**src/design/acs_pkg.sv**
```systemverilog
// Package for the Arabic contextual shaper: word types, letter form table, mark set.
// No dependencies.
`default_nettype none
package acs_pkg;

  localparam int unsigned MarkQueueDepthDefault = 16;
  localparam int unsigned LetterCount = 43;
  localparam logic [5:0] NoLetter = 6'd63;

  typedef struct packed {
    logic [15:0] code_point;
    logic        end_of_text;
  } in_word_t;

  typedef struct packed {
    logic [15:0] shaped_code;
    logic        last_of_run;
  } out_word_t;

  // Isolated, initial, medial, final forms of one letter.
  typedef struct packed {
    logic [15:0] iso;
    logic [15:0] ini;
    logic [15:0] med;
    logic [15:0] fin;
  } forms_t;

  // Output source select.
  typedef enum logic [1:0] {
    SRC_LETTER = 2'd0,
    SRC_MARK   = 2'd1,
    SRC_INPUT  = 2'd2
  } src_e;

  // Commands from the controller to the datapath.
  typedef struct packed {
    logic       capture;     // latch the accepted word and classify it
    logic       enqueue;     // push the captured mark
    logic       hold_letter; // captured letter becomes the held letter
    logic       clear_held;  // held letter and marks are gone
    logic       rd_start;    // reset mark read pointer
    logic       rd_next;     // advance mark read pointer
    logic       after_join;  // the following character joins backward
    logic       prior_clear; // break joining
    logic       eot_clear;   // end-of-text context clear
    logic       emit;        // load output register
    src_e       src;
    logic       last;
  } ctrl_t;

  // Status from the datapath to the controller.
  typedef struct packed {
    logic is_letter;
    logic is_mark;
    logic eot;
    logic held_valid;
    logic queue_full;
    logic marks_left;   // read pointer below mark count
    logic marks_one;    // exactly one mark left to read
    logic joins_bwd;    // captured letter joins backward
  } stat_t;

  function automatic logic [5:0] letter_row(input logic [15:0] cp);
    logic [5:0] r;
    r = NoLetter;
    case (cp)
      16'h0621: r = 6'd0;  16'h0622: r = 6'd1;  16'h0623: r = 6'd2;
      16'h0624: r = 6'd3;  16'h0625: r = 6'd4;  16'h0626: r = 6'd5;
      16'h0627: r = 6'd6;  16'h0628: r = 6'd7;  16'h0629: r = 6'd8;
      16'h062A: r = 6'd9;  16'h062B: r = 6'd10; 16'h062C: r = 6'd11;
      16'h062D: r = 6'd12; 16'h062E: r = 6'd13; 16'h062F: r = 6'd14;
      16'h0630: r = 6'd15; 16'h0631: r = 6'd16; 16'h0632: r = 6'd17;
      16'h0698: r = 6'd18; 16'h0633: r = 6'd19; 16'h0634: r = 6'd20;
      16'h0635: r = 6'd21; 16'h0636: r = 6'd22; 16'h0637: r = 6'd23;
      16'h0638: r = 6'd24; 16'h0639: r = 6'd25; 16'h063A: r = 6'd26;
      16'h0640: r = 6'd27; 16'h0641: r = 6'd28; 16'h0642: r = 6'd29;
      16'h0643: r = 6'd30; 16'h0644: r = 6'd31; 16'h0645: r = 6'd32;
      16'h0646: r = 6'd33; 16'h0647: r = 6'd34; 16'h0648: r = 6'd35;
      16'h0649: r = 6'd36; 16'h064A: r = 6'd37; 16'h06CC: r = 6'd38;
      16'h0686: r = 6'd39; 16'h067E: r = 6'd40; 16'h06AF: r = 6'd41;
      16'h06A9: r = 6'd42;
      default:  r = NoLetter;
    endcase
    return r;
  endfunction

  function automatic forms_t letter_forms(input logic [5:0] r);
    forms_t f;
    f = '0;
    case (r)
      6'd0:  f = '{16'hFE80, 16'h0000, 16'h0000, 16'h0000};
      6'd1:  f = '{16'hFE81, 16'h0000, 16'h0000, 16'hFE82};
      6'd2:  f = '{16'hFE83, 16'h0000, 16'h0000, 16'hFE84};
      6'd3:  f = '{16'hFE85, 16'h0000, 16'h0000, 16'hFE86};
      6'd4:  f = '{16'hFE87, 16'h0000, 16'h0000, 16'hFE88};
      6'd5:  f = '{16'hFE89, 16'hFE8B, 16'hFE8C, 16'hFE8A};
      6'd6:  f = '{16'hFE8D, 16'h0000, 16'h0000, 16'hFE8E};
      6'd7:  f = '{16'hFE8F, 16'hFE91, 16'hFE92, 16'hFE90};
      6'd8:  f = '{16'hFE93, 16'h0000, 16'h0000, 16'hFE94};
      6'd9:  f = '{16'hFE95, 16'hFE97, 16'hFE98, 16'hFE96};
      6'd10: f = '{16'hFE99, 16'hFE9B, 16'hFE9C, 16'hFE9A};
      6'd11: f = '{16'hFE9D, 16'hFE9F, 16'hFEA0, 16'hFE9E};
      6'd12: f = '{16'hFEA1, 16'hFEA3, 16'hFEA4, 16'hFEA2};
      6'd13: f = '{16'hFEA5, 16'hFEA7, 16'hFEA8, 16'hFEA6};
      6'd14: f = '{16'hFEA9, 16'h0000, 16'h0000, 16'hFEAA};
      6'd15: f = '{16'hFEAB, 16'h0000, 16'h0000, 16'hFEAC};
      6'd16: f = '{16'hFEAD, 16'h0000, 16'h0000, 16'hFEAE};
      6'd17: f = '{16'hFEAF, 16'h0000, 16'h0000, 16'hFEB0};
      6'd18: f = '{16'hFB8A, 16'h0000, 16'h0000, 16'hFB8B};
      6'd19: f = '{16'hFEB1, 16'hFEB3, 16'hFEB4, 16'hFEB2};
      6'd20: f = '{16'hFEB5, 16'hFEB7, 16'hFEB8, 16'hFEB6};
      6'd21: f = '{16'hFEB9, 16'hFEBB, 16'hFEBC, 16'hFEBA};
      6'd22: f = '{16'hFEBD, 16'hFEBF, 16'hFEC0, 16'hFEBE};
      6'd23: f = '{16'hFEC1, 16'hFEC3, 16'hFEC4, 16'hFEC2};
      6'd24: f = '{16'hFEC5, 16'hFEC7, 16'hFEC8, 16'hFEC6};
      6'd25: f = '{16'hFEC9, 16'hFECB, 16'hFECC, 16'hFECA};
      6'd26: f = '{16'hFECD, 16'hFECF, 16'hFED0, 16'hFECE};
      6'd27: f = '{16'h0640, 16'h0640, 16'h0640, 16'h0640};
      6'd28: f = '{16'hFED1, 16'hFED3, 16'hFED4, 16'hFED2};
      6'd29: f = '{16'hFED5, 16'hFED7, 16'hFED8, 16'hFED6};
      6'd30: f = '{16'hFED9, 16'hFEDB, 16'hFEDC, 16'hFEDA};
      6'd31: f = '{16'hFEDD, 16'hFEDF, 16'hFEE0, 16'hFEDE};
      6'd32: f = '{16'hFEE1, 16'hFEE3, 16'hFEE4, 16'hFEE2};
      6'd33: f = '{16'hFEE5, 16'hFEE7, 16'hFEE8, 16'hFEE6};
      6'd34: f = '{16'hFEE9, 16'hFEEB, 16'hFEEC, 16'hFEEA};
      6'd35: f = '{16'hFEED, 16'h0000, 16'h0000, 16'hFEEE};
      6'd36: f = '{16'hFEEF, 16'hFBE8, 16'hFBE9, 16'hFBFD};
      6'd37: f = '{16'hFEF1, 16'hFEF3, 16'hFEF4, 16'hFEF2};
      6'd38: f = '{16'hFBFC, 16'hFBFE, 16'hFBFF, 16'hFEF0};
      6'd39: f = '{16'hFB7A, 16'hFB7C, 16'hFB7D, 16'hFB7B};
      6'd40: f = '{16'hFB56, 16'hFB58, 16'hFB59, 16'hFB57};
      6'd41: f = '{16'hFB92, 16'hFB94, 16'hFB95, 16'hFB93};
      6'd42: f = '{16'hFB8E, 16'hFB90, 16'hFB91, 16'hFB8F};
      default: f = '0;
    endcase
    return f;
  endfunction

  function automatic logic is_mark(input logic [15:0] cp);
    logic m;
    case (cp)
      16'h0610, 16'h0612, 16'h0613, 16'h0614, 16'h0615, 16'h064B, 16'h064C,
      16'h064D, 16'h064E, 16'h064F, 16'h0650, 16'h0651, 16'h0652, 16'h0653,
      16'h0654, 16'h0655, 16'h0656, 16'h0657, 16'h0658, 16'h0670, 16'h06D6,
      16'h06D7, 16'h06D8, 16'h06D9, 16'h06DA, 16'h06DB, 16'h06DC, 16'h06DF,
      16'h06E0, 16'h06E1, 16'h06E2, 16'h06E3, 16'h06E4, 16'h06E7, 16'h06E8,
      16'h06EA, 16'h06EB, 16'h06EC, 16'h06ED: m = 1'b1;
      default: m = 1'b0;
    endcase
    return m;
  endfunction

endpackage
`default_nettype wire

```
**src/design/acs_ctrl.sv**
```systemverilog
// Shaper controller: sequences release of the held letter, its marks and passed words.
// Depends on acs_pkg.
`default_nettype none
module acs_ctrl import acs_pkg::*; (
  input  wire   clk_i,
  input  wire   rst_ni,
  input  wire   in_valid_i,
  output logic  in_stall_o,
  output logic  out_valid_o,
  input  wire   out_stall_i,
  input  stat_t stat_i,
  output ctrl_t ctrl_o
);
  typedef enum logic [5:0] {
    ST_IDLE   = 6'b000001,
    ST_DECIDE = 6'b000010,
    ST_LETTER = 6'b000100,
    ST_MARKS  = 6'b001000,
    ST_PASS   = 6'b010000,
    ST_WAIT   = 6'b100000
  } state_e;

  state_e state_q, state_d;
  logic out_valid_q, out_valid_d;
  logic after_q, after_d;     // join flag used for the held letter
  logic passing_q, passing_d; // the input word itself follows the release
  logic hold_q, hold_d;       // captured letter becomes held afterwards

  logic out_free;
  logic more;                 // further words follow this release
  assign out_free = !out_valid_q || !out_stall_i;
  assign more     = passing_q || (hold_q && stat_i.eot);

  assign in_stall_o  = (state_q != ST_IDLE);
  assign out_valid_o = out_valid_q;

  always_comb begin
    state_d     = state_q;
    out_valid_d = out_valid_q && out_stall_i;
    after_d     = after_q;
    passing_d   = passing_q;
    hold_d      = hold_q;
    ctrl_o      = '0;
    ctrl_o.src  = SRC_INPUT;
    ctrl_o.after_join = after_q;
    case (state_q)
      ST_IDLE: begin
        if (in_valid_i) begin
          ctrl_o.capture = 1'b1;
          state_d = ST_DECIDE;
        end
      end
      ST_DECIDE: begin
        hold_d    = stat_i.is_letter;
        passing_d = !stat_i.is_letter;
        after_d   = stat_i.is_letter && stat_i.joins_bwd;
        if (stat_i.is_mark && !stat_i.is_letter && stat_i.held_valid &&
            !stat_i.queue_full) begin
          // queue the mark; on end of text go on to release the held letter
          ctrl_o.enqueue = 1'b1;
          passing_d = 1'b0;
          after_d   = 1'b0;
          state_d   = stat_i.eot ? ST_WAIT : ST_IDLE;
        end else if (stat_i.held_valid) begin
          // a non-letter breaks the join on both sides
          if (!stat_i.is_letter) ctrl_o.prior_clear = 1'b1;
          state_d = ST_LETTER;
        end else begin
          state_d = ST_WAIT;
        end
      end
      ST_WAIT: begin
        // after a decision or a release: hold the letter, pass the word, handle end of text
        if (hold_q) begin
          ctrl_o.hold_letter = 1'b1;
          hold_d = 1'b0;
          state_d = stat_i.eot ? ST_WAIT : ST_IDLE;
          // come back with hold cleared so end of text releases the new letter
          if (stat_i.eot) begin
            passing_d = 1'b0;
            after_d   = 1'b0;
          end
        end else if (passing_q) begin
          state_d = ST_PASS;
        end else if (stat_i.eot && stat_i.held_valid) begin
          after_d = 1'b0;
          state_d = ST_LETTER;
        end else begin
          if (stat_i.eot) ctrl_o.eot_clear = 1'b1;
          state_d = ST_IDLE;
        end
      end
      ST_LETTER: begin
        ctrl_o.after_join = after_q;
        if (out_free) begin
          ctrl_o.emit     = 1'b1;
          ctrl_o.src      = SRC_LETTER;
          ctrl_o.rd_start = 1'b1;
          ctrl_o.last     = !stat_i.marks_left && !more;
          out_valid_d     = 1'b1;
          state_d = stat_i.marks_left ? ST_MARKS : ST_WAIT;
          if (!stat_i.marks_left) ctrl_o.clear_held = 1'b1;
        end
      end
      ST_MARKS: begin
        if (out_free) begin
          ctrl_o.emit    = 1'b1;
          ctrl_o.src     = SRC_MARK;
          ctrl_o.rd_next = 1'b1;
          ctrl_o.last    = stat_i.marks_one && !more;
          out_valid_d    = 1'b1;
          if (stat_i.marks_one) begin
            ctrl_o.clear_held = 1'b1;
            state_d = ST_WAIT;
          end
        end
      end
      ST_PASS: begin
        if (out_free) begin
          ctrl_o.emit        = 1'b1;
          ctrl_o.src         = SRC_INPUT;
          ctrl_o.last        = 1'b1;
          ctrl_o.prior_clear = stat_i.held_valid || !stat_i.is_mark;
          out_valid_d        = 1'b1;
          passing_d          = 1'b0;
          if (stat_i.eot) ctrl_o.eot_clear = 1'b1;
          state_d = ST_IDLE;
        end
      end
      default: state_d = ST_IDLE;
    endcase
  end

  always_ff @(posedge clk_i or negedge rst_ni) begin
    if (!rst_ni) begin
      state_q     <= ST_IDLE;
      out_valid_q <= 1'b0;
      after_q     <= 1'b0;
      passing_q   <= 1'b0;
      hold_q      <= 1'b0;
    end else begin
      state_q     <= state_d;
      out_valid_q <= out_valid_d;
      after_q     <= after_d;
      passing_q   <= passing_d;
      hold_q      <= hold_d;
    end
  end
endmodule
`default_nettype wire

```
**config.mk**
```make
export PLATFORM = sky130hd
export DESIGN_NAME = acs_ctrl
export DESIGN_NICKNAME = d
export VERILOG_FILES = /design/src/design/acs_pkg.sv /design/src/design/acs_ctrl.sv
export SDC_FILE = /design/constraint.sdc
export NUM_CORES = 1
export LEC_CHECK = 0
export ABC_AREA = 1
export BUFFER_PORTS_ARGS = -buffer_cell sky130_fd_sc_hd__clkbuf_2
export CAP_MARGIN = 20
export CORE_UTILIZATION = 45
export CTS_CLUSTER_SIZE = 30
export DETAILED_ROUTE_END_ITERATION = 12
export PLACE_DENSITY = 0.74
export SKIP_CTS_REPAIR_TIMING = 1
export SYNTH_ARGS = -nofsm -noshare
export SYNTH_HDL_FRONTEND = slang
export SYNTH_SLANG_ARGS = --single-unit
export TNS_END_PERCENT = 5
```
**constraint.sdc**
```tcl
create_clock -name clk_i -period 1.1 [get_ports clk_i]
set_input_delay 0.055 -clock clk_i [delete_from_list [all_inputs] [get_ports clk_i]]
set_output_delay 0.055 -clock clk_i [all_outputs]
set_load 0.02 [all_outputs]
```
[After elaboration in Yosys (flattened, before gate mapping)]
Cells that the tools add are included.
Storage, ports and cells
  flip-flop bits (word level): 10
  output and inout port bits: 15
  word-level logic and storage cells: 100
Cells by class
  equality and inequality tests: 17
  muxes and demuxes: 53
  reductions and logical operators: 25
Operators with widths (count)
  6-bit 2-to-1 mux: 11
  6-bit one-hot mux with 6 select lines: 1
  1-bit 2-to-1 mux: 29
  2-bit inequality test, second input constant: 7
  4-bit one-hot mux with 3 select lines: 1
  1-bit one-hot mux with 2 select lines: 5
  1-bit logical AND: 9
  3-bit inequality test, second input constant: 3
  4-bit 2-to-1 mux: 2
  4-bit AND reduction: 2
  1-bit logical NOT: 7
  6-bit by 1-bit == test with 1-bit output, second input constant: 1
  6-bit by 2-bit == test with 1-bit output, second input constant: 1
  6-bit by 3-bit == test with 1-bit output, second input constant: 1
  6-bit by 4-bit == test with 1-bit output, second input constant: 1
  6-bit by 5-bit == test with 1-bit output, second input constant: 1
  6-bit == test, second input constant: 1
  6-bit by 1-bit inequality test with 1-bit output, second input constant: 1
  5-bit 2-to-1 mux: 1
  5-bit AND reduction: 1
  1-bit logical OR: 3
  3-bit 2-to-1 mux: 1
  1-bit one-hot mux with 3 select lines: 1
  3-bit nonzero test: 1
  3 further kinds: 3

[Logic depth before layout (Yosys ltp)]
Gate-level depths: netlist of the first run.
  depth in word-level cells: 6
  gate-level depth with buffers: 10
  depth with buffers taken out: 10

[Worst setup path before layout of the first run]
No wires, ideal clock.
  path type: register to output
  start: reg out_valid_q, in the netlist out_valid_o
  end: out ctrl_o[5] in the netlist's numbering
  arrival time: 1.346 ns
  required time: 1.045 ns
  path slack: -0.301 ns
  stages on the path, launching flop included: 4
  path buffers: 0
  path through: dfrtp_1 nand2_1 nand4_1 o21ai_0
RTL lines
  start: declaration: line acs_ctrl.sv:24  | logic out_valid_q, out_valid_d;
  start signal: assignment: line acs_ctrl.sv:143  | out_valid_q <= out_valid_d;
  end: declaration: line acs_ctrl.sv:12  | output ctrl_t ctrl_o

==> results of run 1 <==
## per-layer routing
metal / wire [µm] / share of wire
met1: 1090 / 0.40
met5: 0 / 0
met2: 1320 / 0.49
met3: 199 / 0.074
met4: 92 / 0.034
## critical path, stage by stage, from the launching register on
cell and delay [ns]:
dfrtp_2 0.46, nor2_4 0.25, nand4_1 0.13, buf_4 0.19, a21oi_2 0.18, buf_6 0.15
## metrics by stage
stage | setup slack [ns] | setup TNS [ns] | instance area, µm² | std cells | total power, mW
6_report | -0.590 | -9.30 | 1340 | 216 | 2.43
5_1_grt | -0.643 | -10.94 | 1340 | 216 | 2.64
4_1_cts | -0.585 | -8.39 | 1180 | 208 | 2.19
3_5_place_dp | -0.282 | -4.27 | 1140 | 204 | 1.84
3_3_place_gp | -0.278 | -3.64 | 1140 | 204 | 1.82
2_1_floorplan | -0.135 | -1.45 | 903 | 143 | 1.48
## logic make-up after synthesis
| logic type | Yosys count | share of synthesized area |
|---|---|---|
| DFF | 10 | 0.284 |
| and+or+nand+nor | 97 | 0.545 |
| buffers and inverters | 26 | 0.115 |
| AOI/OAI and AO/OA | 10 | 0.0566 |
## synthesized netlist by cell type (2+ instances only)
| cell type | count | area (µm²) |
|---|---|---|
| nor2_4 | 3 | 33.8 |
| inv_1 | 24 | 90.1 |
| nand4_1 | 3 | 18.8 |
| nand2_2 | 9 | 56.3 |
| nand3_1 | 13 | 65.1 |
| nor3_1 | 3 | 15.0 |
| nand3_2 | 3 | 30.0 |
| nor2_1 | 22 | 82.6 |
| o21ai_1 | 2 | 10.0 |
| nand2_1 | 38 | 143 |
| dfrtp_1 | 9 | 225 |
| o21ai_0 | 4 | 20.0 |
| a21oi_1 | 4 | 20.0 |
## layout make-up
cell class / instances / area (µm²) / share of cell area
Tap cell: 25 / 31.3 / 0.0233
Clock buffer: 4 / 36.3 / 0.0271
Sequential cell: 10 / 253 / 0.188
Inverter: 25 / 93.8 / 0.0700
Timing Repair Buffer: 45 / 323 / 0.241
Multi-Input combinational cell: 107 / 604 / 0.451
## layout by cell type, fill, tap and decap left out
cell | Yosys | layout
buf_4 | 1 | 17
nor3_1 | 3 | 3
clkbuf_2 | 0 | 16
dlygate4sd3_1 | 0 | 1
a21oi_1 | 4 | 3
a21oi_2 | 0 | 1
o21ai_2 | 0 | 3
nand3_4 | 0 | 1
nand4_1 | 3 | 3
o21ai_0 | 4 | 1
nor2_4 | 3 | 4
nor2_1 | 22 | 14
buf_6 | 0 | 8
buf_2 | 0 | 3
dfrtp_2 | 0 | 1
clkbuf_8 | 0 | 1
nand2_4 | 1 | 1
nand3_2 | 3 | 6
clkbuf_4 | 0 | 3
nand2_1 | 38 | 36
inv_1 | 24 | 22
o21ai_1 | 2 | 2
nor2_8 | 1 | 1
dfstp_2 | 1 | 1
nand2_2 | 9 | 11
inv_2 | 1 | 3
nor2_2 | 1 | 8
dfrtp_1 | 9 | 8
nand3_1 | 13 | 9
## flip-flops by register name, summed over array words and instances (netlist names)
name,cells
state_q,6
hold_q,1
out_valid_o,1
passing_q,1
after_q,1
## power by group through the flow
stage               Sequential [mW]  Clock [mW]  Combinational (mW)
finish                        0.629       0.349                1.45
global route                  0.645       0.376                1.61
CTS                           0.615       0.349                1.23
detailed placement            0.621           0                1.22
global placement              0.617           0                1.20
floorplan                     0.624           0               0.861
## final timing paths
check                           startpoint         end  slack [ns]  cells after the start
worst max-delay path            state_q[2]   ctrl_o[4]       -0.59                      5
worst min-delay path            in_valid_i  state_q[1]        0.05                      3
worst max register to register  state_q[2]  state_q[0]       -0.41                     11
worst min register to register     after_q     after_q        0.48                      2
max in group asynchronous           rst_ni  state_q[0]        0.64                      2
min in group asynchronous           rst_ni  state_q[5]        0.18                      2
==> results.json, run 1 <==
{
  "cts_tree": "done",
  "arrival_ns": 1.64,
  "p_leak_nw": 0.783,
  "worstPathMaxFanout": 6,
  "max_cap_viol_count": 0,
  "grt_pass1_vias": 891,
  "synth_area_um2": 885,
  "p_sw_mw": 1.17,
  "wl_per_cell_um": 12.5,
  "setup_violations": 23,
  "hold_viol_final": 0,
  "syn_area_per_cell_um2": 6.19,
  "fin_nets": 204,
  "dp_hpwl_um": 1780,
  "cts.reportedPaths.clkPinSlew_ns": 0.08,
  "ys_ff_latch": 10,
  "sw_frac_of_total": 0.482,
  "fmax_mhz": 592,
  "fin_skew_ns": 0.00620,
  "worstSetupEndpointType": "output port",
  "vias_per_cell": 5.20,
  "hp-class": "input pin to flop",
  "pwr-share-seq": 0.259,
  "ant_nets": 0,
  "die_h_um": 46.3,
  "synth_cells": 143,
  "critPathRequiredTime_ns": 1.04,
  "p_per_area_mw_per_mm2": 1810,
  "io_buffer_count": 26,
  "use_met3": 0.0510,
  "via_count": 1123,
  "clkSinkCount": 10,
  "wl_um": 2700,
  "clk_path_buf_depth": 2,
  "h-tree-depth": 1,
  "first_pass_iters": 4,
  "worst_hold_slack_ns": 0.0495,
  "coreArea_mm2": 0.00178,
  "areaGrowthSynthToFinish_pct": 51.6,
  "grt_use_met2": 0.408,
  "failed_checks": "negative setup slack",
  "grt_usage": 0.248,
  "synthDistinctLibCells": 19,
  "top_usage_layer": "met2",
  "yosysSeqAreaShare": 0.284,
  "ios": 27,
  "die_width_um": 46.3,
  "ir_worst_vdd_mv": 1.18,
  "grt_antenna_before_repair": 0,
  "dieArea_mm2": 0.00215,
  "fill_cells": 147,
  "drt-initial-drc-count": 45,
  "clkPwrFrac": 0.144,
  "diodes": 0,
  "power_frac_comb": 0.598,
  "intPower_mw": 1.26,
  "synthesis.nets": 155,
  "finalMaxSlewViolations": 0,
  "yosys_warnings": 0,
  "drive_gt1_frac": 0.466,
  "crit_path_start_kind": "flop",
  "relSlewSlack": 0.808,
  "outcome": "finished with violations",
  "worstMarginPinSlew_ns": 0.287,
  "clockRootBuffer": "clkbuf_4",
  "grt_overflow": 0,
  "fin_crit_sh": 1.54,
  "ys.flop_type": "dfrtp_1",
  "grt_max_degree": 11,
  "finish.utilization": 0.752,
  "drc": 0,
  "grt_util_met1": 0.325,
  "worst_slack_ns": -0.590,
  "fin_crit_ns": 1.69,
  "rows": 15,
  "clk_latency_ns": 0.28,
  "async_reset_ff_frac": 1.00,
  "grt_setup_unrepaired": "yes",
  "grt_first_pass_wirelength_um": 3750,
  "critPathKind": "flop to output port",
  "synth_edf_count": 0,
  "cts_inserted_buffers": 3,
  "globalplace.congestion": 0.884,
  "initial_core_util": 0.496
}
(Power assumes the default switching activity.)
==> run 2: changes to the inputs <==
--- a/config.mk
+++ b/config.mk
@@ -8,6 +8,7 @@
 export ABC_AREA = 1
 export BUFFER_PORTS_ARGS = -buffer_cell sky130_fd_sc_hd__clkbuf_2
 export CAP_MARGIN = 20
+export CORE_MARGIN = 4
 export CORE_UTILIZATION = 45
 export CTS_CLUSTER_SIZE = 30
 export DETAILED_ROUTE_END_ITERATION = 12
==> run 2 against run 1 <==
  * The flow still finishes with violations (negative setup slack)
  * Combinational power increased by 20%
  * Cell count is 4.6% higher
  * Sequential share of layout area decreased by 1.0 points
  * Routed wire length up 24%
  * Non-clock buffer count rose by 10
  * Via count is 7.0% higher
  * Register-to-register slack lost 0.03 ns
  * Worst setup slack lost 0.099 ns
  * Sequential power decreased by 0.6%
  * Die area is 28% higher
  * Clock power grew 6.9%
  * Maximum frequency decreased by 5.5%
  * Largest cell class unchanged
==> results.json, run 2 (same netlist as run 1, synthesis figures left out) <==
{
  "regToRegSetupSlack_ns": -0.44,
  "die_h_um": 52.3,
  "cts.reportedPaths.clkPinSlew_ns": 0.09,
  "via_count": 1202,
  "fin_skew_ns": 0.00998,
  "crit_slowest_cell": "dfrtp_2",
  "arrival_ns": 1.73,
  "drive_gt1_frac": 0.493,
  "grt_overflow": 0,
  "worstSetupEndpointType": "output port",
  "outcome": "finished with violations",
  "io_buffer_count": 26,
  "failed_checks": "negative setup slack",
  "diodes": 0,
  "p_per_area_mw_per_mm2": 1920,
  "coreArea_mm2": 0.00180,
  "rows": 15,
  "worstPathMaxFanout": 6,
  "reg2reg_depth": 8,
  "grt_max_degree": 11,
  "grt_setup_unrepaired": "yes",
  "p_total_mw": 2.73,
  "fill_cells": 126,
  "first_pass_iters": 4,
  "grt_first_pass_wirelength_um": 3870,
  "critPathKind": "flop to output port",
  "critPathRequiredTime_ns": 1.04,
  "relSlewSlack": 0.796,
  "drt-initial-drc-count": 82,
  "cts_tree": "done",
  "wl_um": 3350,
  "hold_depth": 3,
  "finalMaxSlewViolations": 0,
  "dp_hpwl_um": 1900,
  "ios": 27,
  "grt_usage": 0.192,
  "cp_top_family": "simple AND/OR/NAND/NOR gates",
  "r2r_start": "state_q[2]",
  "layout_common_cells": "nand2_1, buf_4, inv_1",
  "worstHoldStart": "in_valid_i",
  "p_leak_nw": 0.828,
  "drc": 0,
  "wl_per_cell_um": 14.8,
  "final_common_cell": "nand2_1",
  "initial_core_util": 0.491,
  "grt_pass1_vias": 923,
  "fmax_mhz": 559,
  "regToRegEndpoint": "state_q[5]",
  "ant_nets": 0,
  "ir_worst_vdd_mv": 1.32,
  "max_cap_viol_count": 0,
  "cp_cell_sequence": "nor2_4, buf_4, nand3_4, nor2_1, nand2_1, o21ai_4, buf_6",
  "setup_violations": 23,
  "clk_path_buf_depth": 2,
  "clk_latency_ns": 0.29,
  "clockRootBuffer": "clkbuf_4",
  "die_width_um": 52.3,
  "vias_per_cell": 5.32,
  "tns_ns": -10.57,
  "fin_nets": 214,
  "largest_register": "state_q",
  "clkSinkCount": 10,
  "largest_register_ffs": 6,
  "worst_slack_ns": -0.689,
  "grt_antenna_before_repair": 0,
  "dieArea_mm2": 0.00274,
  "cts_inserted_buffers": 3,
  "areaGrowthSynthToFinish_pct": 61.2,
  "cp_num_buf_inv": 2,
  "crit_path_start_kind": "flop",
  "fin_crit_sh": 1.63,
  "hold_path_end": "state_q[1]",
  "hold_viol_final": 0,
  "finish.utilization": 0.792,
  "worstMarginPinSlew_ns": 0.306,
  "globalplace.congestion": 0.881,
  "hp-class": "input pin to flop",
  "fin_crit_ns": 1.79,
  "h-tree-depth": 1,
  "cp_slowest_stage_delay_ns": 0.44
}
run 2: cell types whose count changed in the layout (fill, tap and decap cells not counted), moves of 2 or more:
cell      delta
clkbuf_2     -3
o21ai_2      -2
buf_6        -3
buf_4       +17
nand3_2      -2
o21ai_0      +2
run 2: how the worst max path moves through the flow:
stage / slack [ns] / end / cells after the start / startpoint
finish: -0.69 / ctrl_o[5] / 7 / state_q[5]
global route: -0.80 / ctrl_o[5] / 7 / state_q[4]
CTS: -0.58 / ctrl_o[5] / 6 / state_q[3]
detailed placement: -0.26 / ctrl_o[0] / 6 / state_q[1]
global placement: -0.26 / ctrl_o[3] / 6 / state_q[3]
floorplan: -0.14 / ctrl_o[4] / 3 / state_q[3]
run 2: final cells by class:
class	count	area [µm²]	area share
clock buffers	4	36.3	0.0254
inverters	25	93.8	0.0658
multi-input cells	107	614	0.431
flip-flops and latches	10	254	0.178
well taps	25	31.3	0.0219
repair buffers	55	397	0.278
run 2: metrics by stage:
stage	cells	setup slack [ns]	area, µm²	hold WS, ns
after global routing	226	-0.804	1430	0.0463
after floorplan	143	-0.135	903	-0.241
final	226	-0.689	1430	0.0161
after detailed placement	208	-0.265	1170	-0.0534
after global placement	208	-0.260	1170	-0.0609
after CTS	212	-0.582	1210	-0.358
run 2: where the power goes:
group / leakage, nW / switching (mW) / internal [mW]
Sequential: 0.128 / 0.131 / 0.494
Clock: 0.0210 / 0.171 / 0.202
Combinational: 0.679 / 1.00 / 0.733
Total: 0.828 / 1.31 / 1.43
run 2: per-layer routing:
metal	routed length (µm)	share of wire	global-route usage
met4	87	0.026	0.0638
met2	1670	0.50	0.320
met3	263	0.078	0.0285
met5	0	0	0
met1	1330	0.40	0.250
run 2: worst register-to-register path, cell delays in order (launching register included):
cell and delay (ns):
dfrtp_2 0.44, nor2_4 0.29, buf_6 0.16, nand2_1 0.05, nor2_2 0.15, nand2_1 0.08, nor2_1 0.13, nor3_1 0.07
nor2_1 0.10
==> run 3: changes to the inputs <==
--- a/config.mk
+++ b/config.mk
@@ -8,7 +8,7 @@
 export ABC_AREA = 1
 export BUFFER_PORTS_ARGS = -buffer_cell sky130_fd_sc_hd__clkbuf_2
 export CAP_MARGIN = 20
-export CORE_MARGIN = 4
+export CORE_MARGIN = 5
 export CORE_UTILIZATION = 45
 export CTS_CLUSTER_SIZE = 30
 export DETAILED_ROUTE_END_ITERATION = 12
==> run 3 against run 2 <==
  * The flow still finishes with violations (negative setup slack)
  * Total power fell by 7.2%
  * First-iteration DRC count fell by 43%
  * Critical endpoint is now ctrl_o[4]
  * Die area rose by 7.8%
  * Via count fell by 5.9%
  * Critical path depth fell by 1
  * Clock-buffer cell count did not move
  * Cell area fell by 2.7%
  * Cell count did not move
  * Register-to-register slack improved by 0.04 ns
  * Largest cell class unchanged
  * Flip-flop and latch count did not move
  * Non-clock buffer count fell by 2
  * Highest routed layer unchanged
  * Maximum frequency rose by 3.6%
==> results.json, run 3 (same netlist as run 1, synthesis figures left out) <==
{
  "globalplace.congestion": 0.897,
  "clk_path_buf_depth": 2,
  "worstSetupEndpointType": "output port",
  "die_width_um": 54.3,
  "outcome": "finished with violations",
  "fin_skew_ns": 0.00602,
  "fin_crit_ns": 1.73,
  "grt_setup_unrepaired": "yes",
  "drc": 0,
  "wl_um": 2840,
  "critPathRequiredTime_ns": 1.04,
  "grt_pass1_vias": 962,
  "p_per_area_mw_per_mm2": 1830,
  "cts.reportedPaths.clkPinSlew_ns": 0.07,
  "wl_per_cell_um": 12.6,
  "cts_tree": "done",
  "fin_crit_sh": 1.57,
  "ir_worst_vdd_mv": 1.41,
  "grt_first_pass_wirelength_um": 4020,
  "drt-initial-drc-count": 47,
  "p_leak_nw": 0.815,
  "worstMarginPinSlew_ns": 0.282,
  "max_cap_viol_count": 0,
  "initial_core_util": 0.460,
  "worst_slack_ns": -0.628,
  "cp_cell_sequence": "nor2_4, buf_6, nand4_1, buf_6, a21oi_2, buf_4",
  "cp_num_buf_inv": 3,
  "multi_input_area_um2": 584,
  "rows": 16,
  "clkSinkCount": 10,
  "final_common_cell": "nand2_1",
  "finalMaxSlewViolations": 0,
  "largest_register_ffs": 6,
  "clk_latency_ns": 0.28,
  "ant_nets": 0,
  "dieArea_mm2": 0.00295,
  "vias_per_cell": 5.00,
  "ios": 27,
  "cp_slowest_stage_delay_ns": 0.43,
  "grt_max_degree": 11,
  "die_h_um": 54.3,
  "crit_slowest_cell": "dfrtp_1",
  "tns_ns": -9.51,
  "clockRootBuffer": "clkbuf_4",
  "finish.utilization": 0.722,
  "cts_inserted_buffers": 3,
  "arrival_ns": 1.67,
  "crit_path_start_kind": "flop",
  "drive_gt1_frac": 0.467,
  "coreArea_mm2": 0.00192,
  "fmax_mhz": 579,
  "diodes": 0,
  "relSlewSlack": 0.811,
  "first_pass_iters": 4,
  "grt_overflow": 0,
  "grt_antenna_before_repair": 0,
  "h-tree-depth": 1,
  "layout_common_cells": "nand2_1, buf_4, inv_1",
  "cp_common_cell": "buf_6",
  "fill_cells": 178,
  "seq_area_um2": 253,
  "hp-class": "input pin to flop",
  "io_buffer_count": 26,
  "largest_register": "state_q",
  "critPathKind": "flop to output port",
  "setup_violations": 23,
  "fin_nets": 212,
  "cp_top_family": "buffers and inverters",
  "worstPathMaxFanout": 7,
  "dp_hpwl_um": 1990,
  "failed_checks": "negative setup slack",
  "hold_viol_final": 0,
  "areaGrowthSynthToFinish_pct": 56.9,
  "via_count": 1131,
  "grt_usage": 0.191
}
[run 3: changes by cell type in the layout (fill, tap and decap cells not counted), sizes merged]
cell,change
buf,-6
clkbuf,+4
[run 3: per-layer routing]
metal  part of all wire  up-vias  GRT usage
li1                   -      559          -
met1               0.38      513      0.209
met2               0.54       50      0.339
met3              0.070        9     0.0654
met4              0.017        0     0.0664
met5                  0        -          0
[run 3: layout make-up]
| cell class | instances | area share |
|---|---|---|
| timing repair buffer | 53 | 0.286 |
| inverter | 25 | 0.0676 |
| clock buffer | 4 | 0.0189 |
| sequential | 10 | 0.182 |
| tap | 27 | 0.0243 |
| multi-input combinational | 107 | 0.421 |
[run 3: worst register-to-register path, stage by stage, from the launching register on]
cell     delay (ns)
dfrtp_1        0.43
nor2_4         0.28
nand2_4        0.11
nor2_8         0.17
buf_4          0.13
buf_4          0.09
nor2_1         0.03
nand4_1        0.08
nand2_1        0.06
[run 3: final timing paths]
kind	start	cells past startpoint	endpoint	slack, ns
setup / recovery	state_q[2]	6	ctrl_o[4]	-0.63
hold / removal	in_valid_i	3	state_q[1]	0.03
setup reg to reg	state_q[2]	8	after_q	-0.40
hold reg to reg	after_q	2	after_q	0.50
max in group asynchronous	rst_ni	2	state_q[0]	0.65
min in group asynchronous	rst_ni	2	state_q[1]	0.18
[run 3: per-stage QoR]
stage	setup WS (ns)	area [µm²]	hold WS [ns]	instances	power, mW
2_1_floorplan	-0.135	903	-0.241	143	1.48
3_3_place_gp	-0.269	1190	-0.0668	212	1.89
3_5_place_dp	-0.276	1190	-0.0623	212	1.93
4_1_cts	-0.587	1210	-0.353	216	2.21
5_1_grt	-0.695	1390	0.0435	226	2.72
6_report	-0.628	1390	0.0294	226	2.54
[run 3: power breakdown]
group | total, mW | switching (mW) | internal, mW | leakage, nW
clock network | 0.282 | 0.141 | 0.141 | 0.0150
registers | 0.619 | 0.127 | 0.492 | 0.130
logic | 1.64 | 0.935 | 0.703 | 0.671
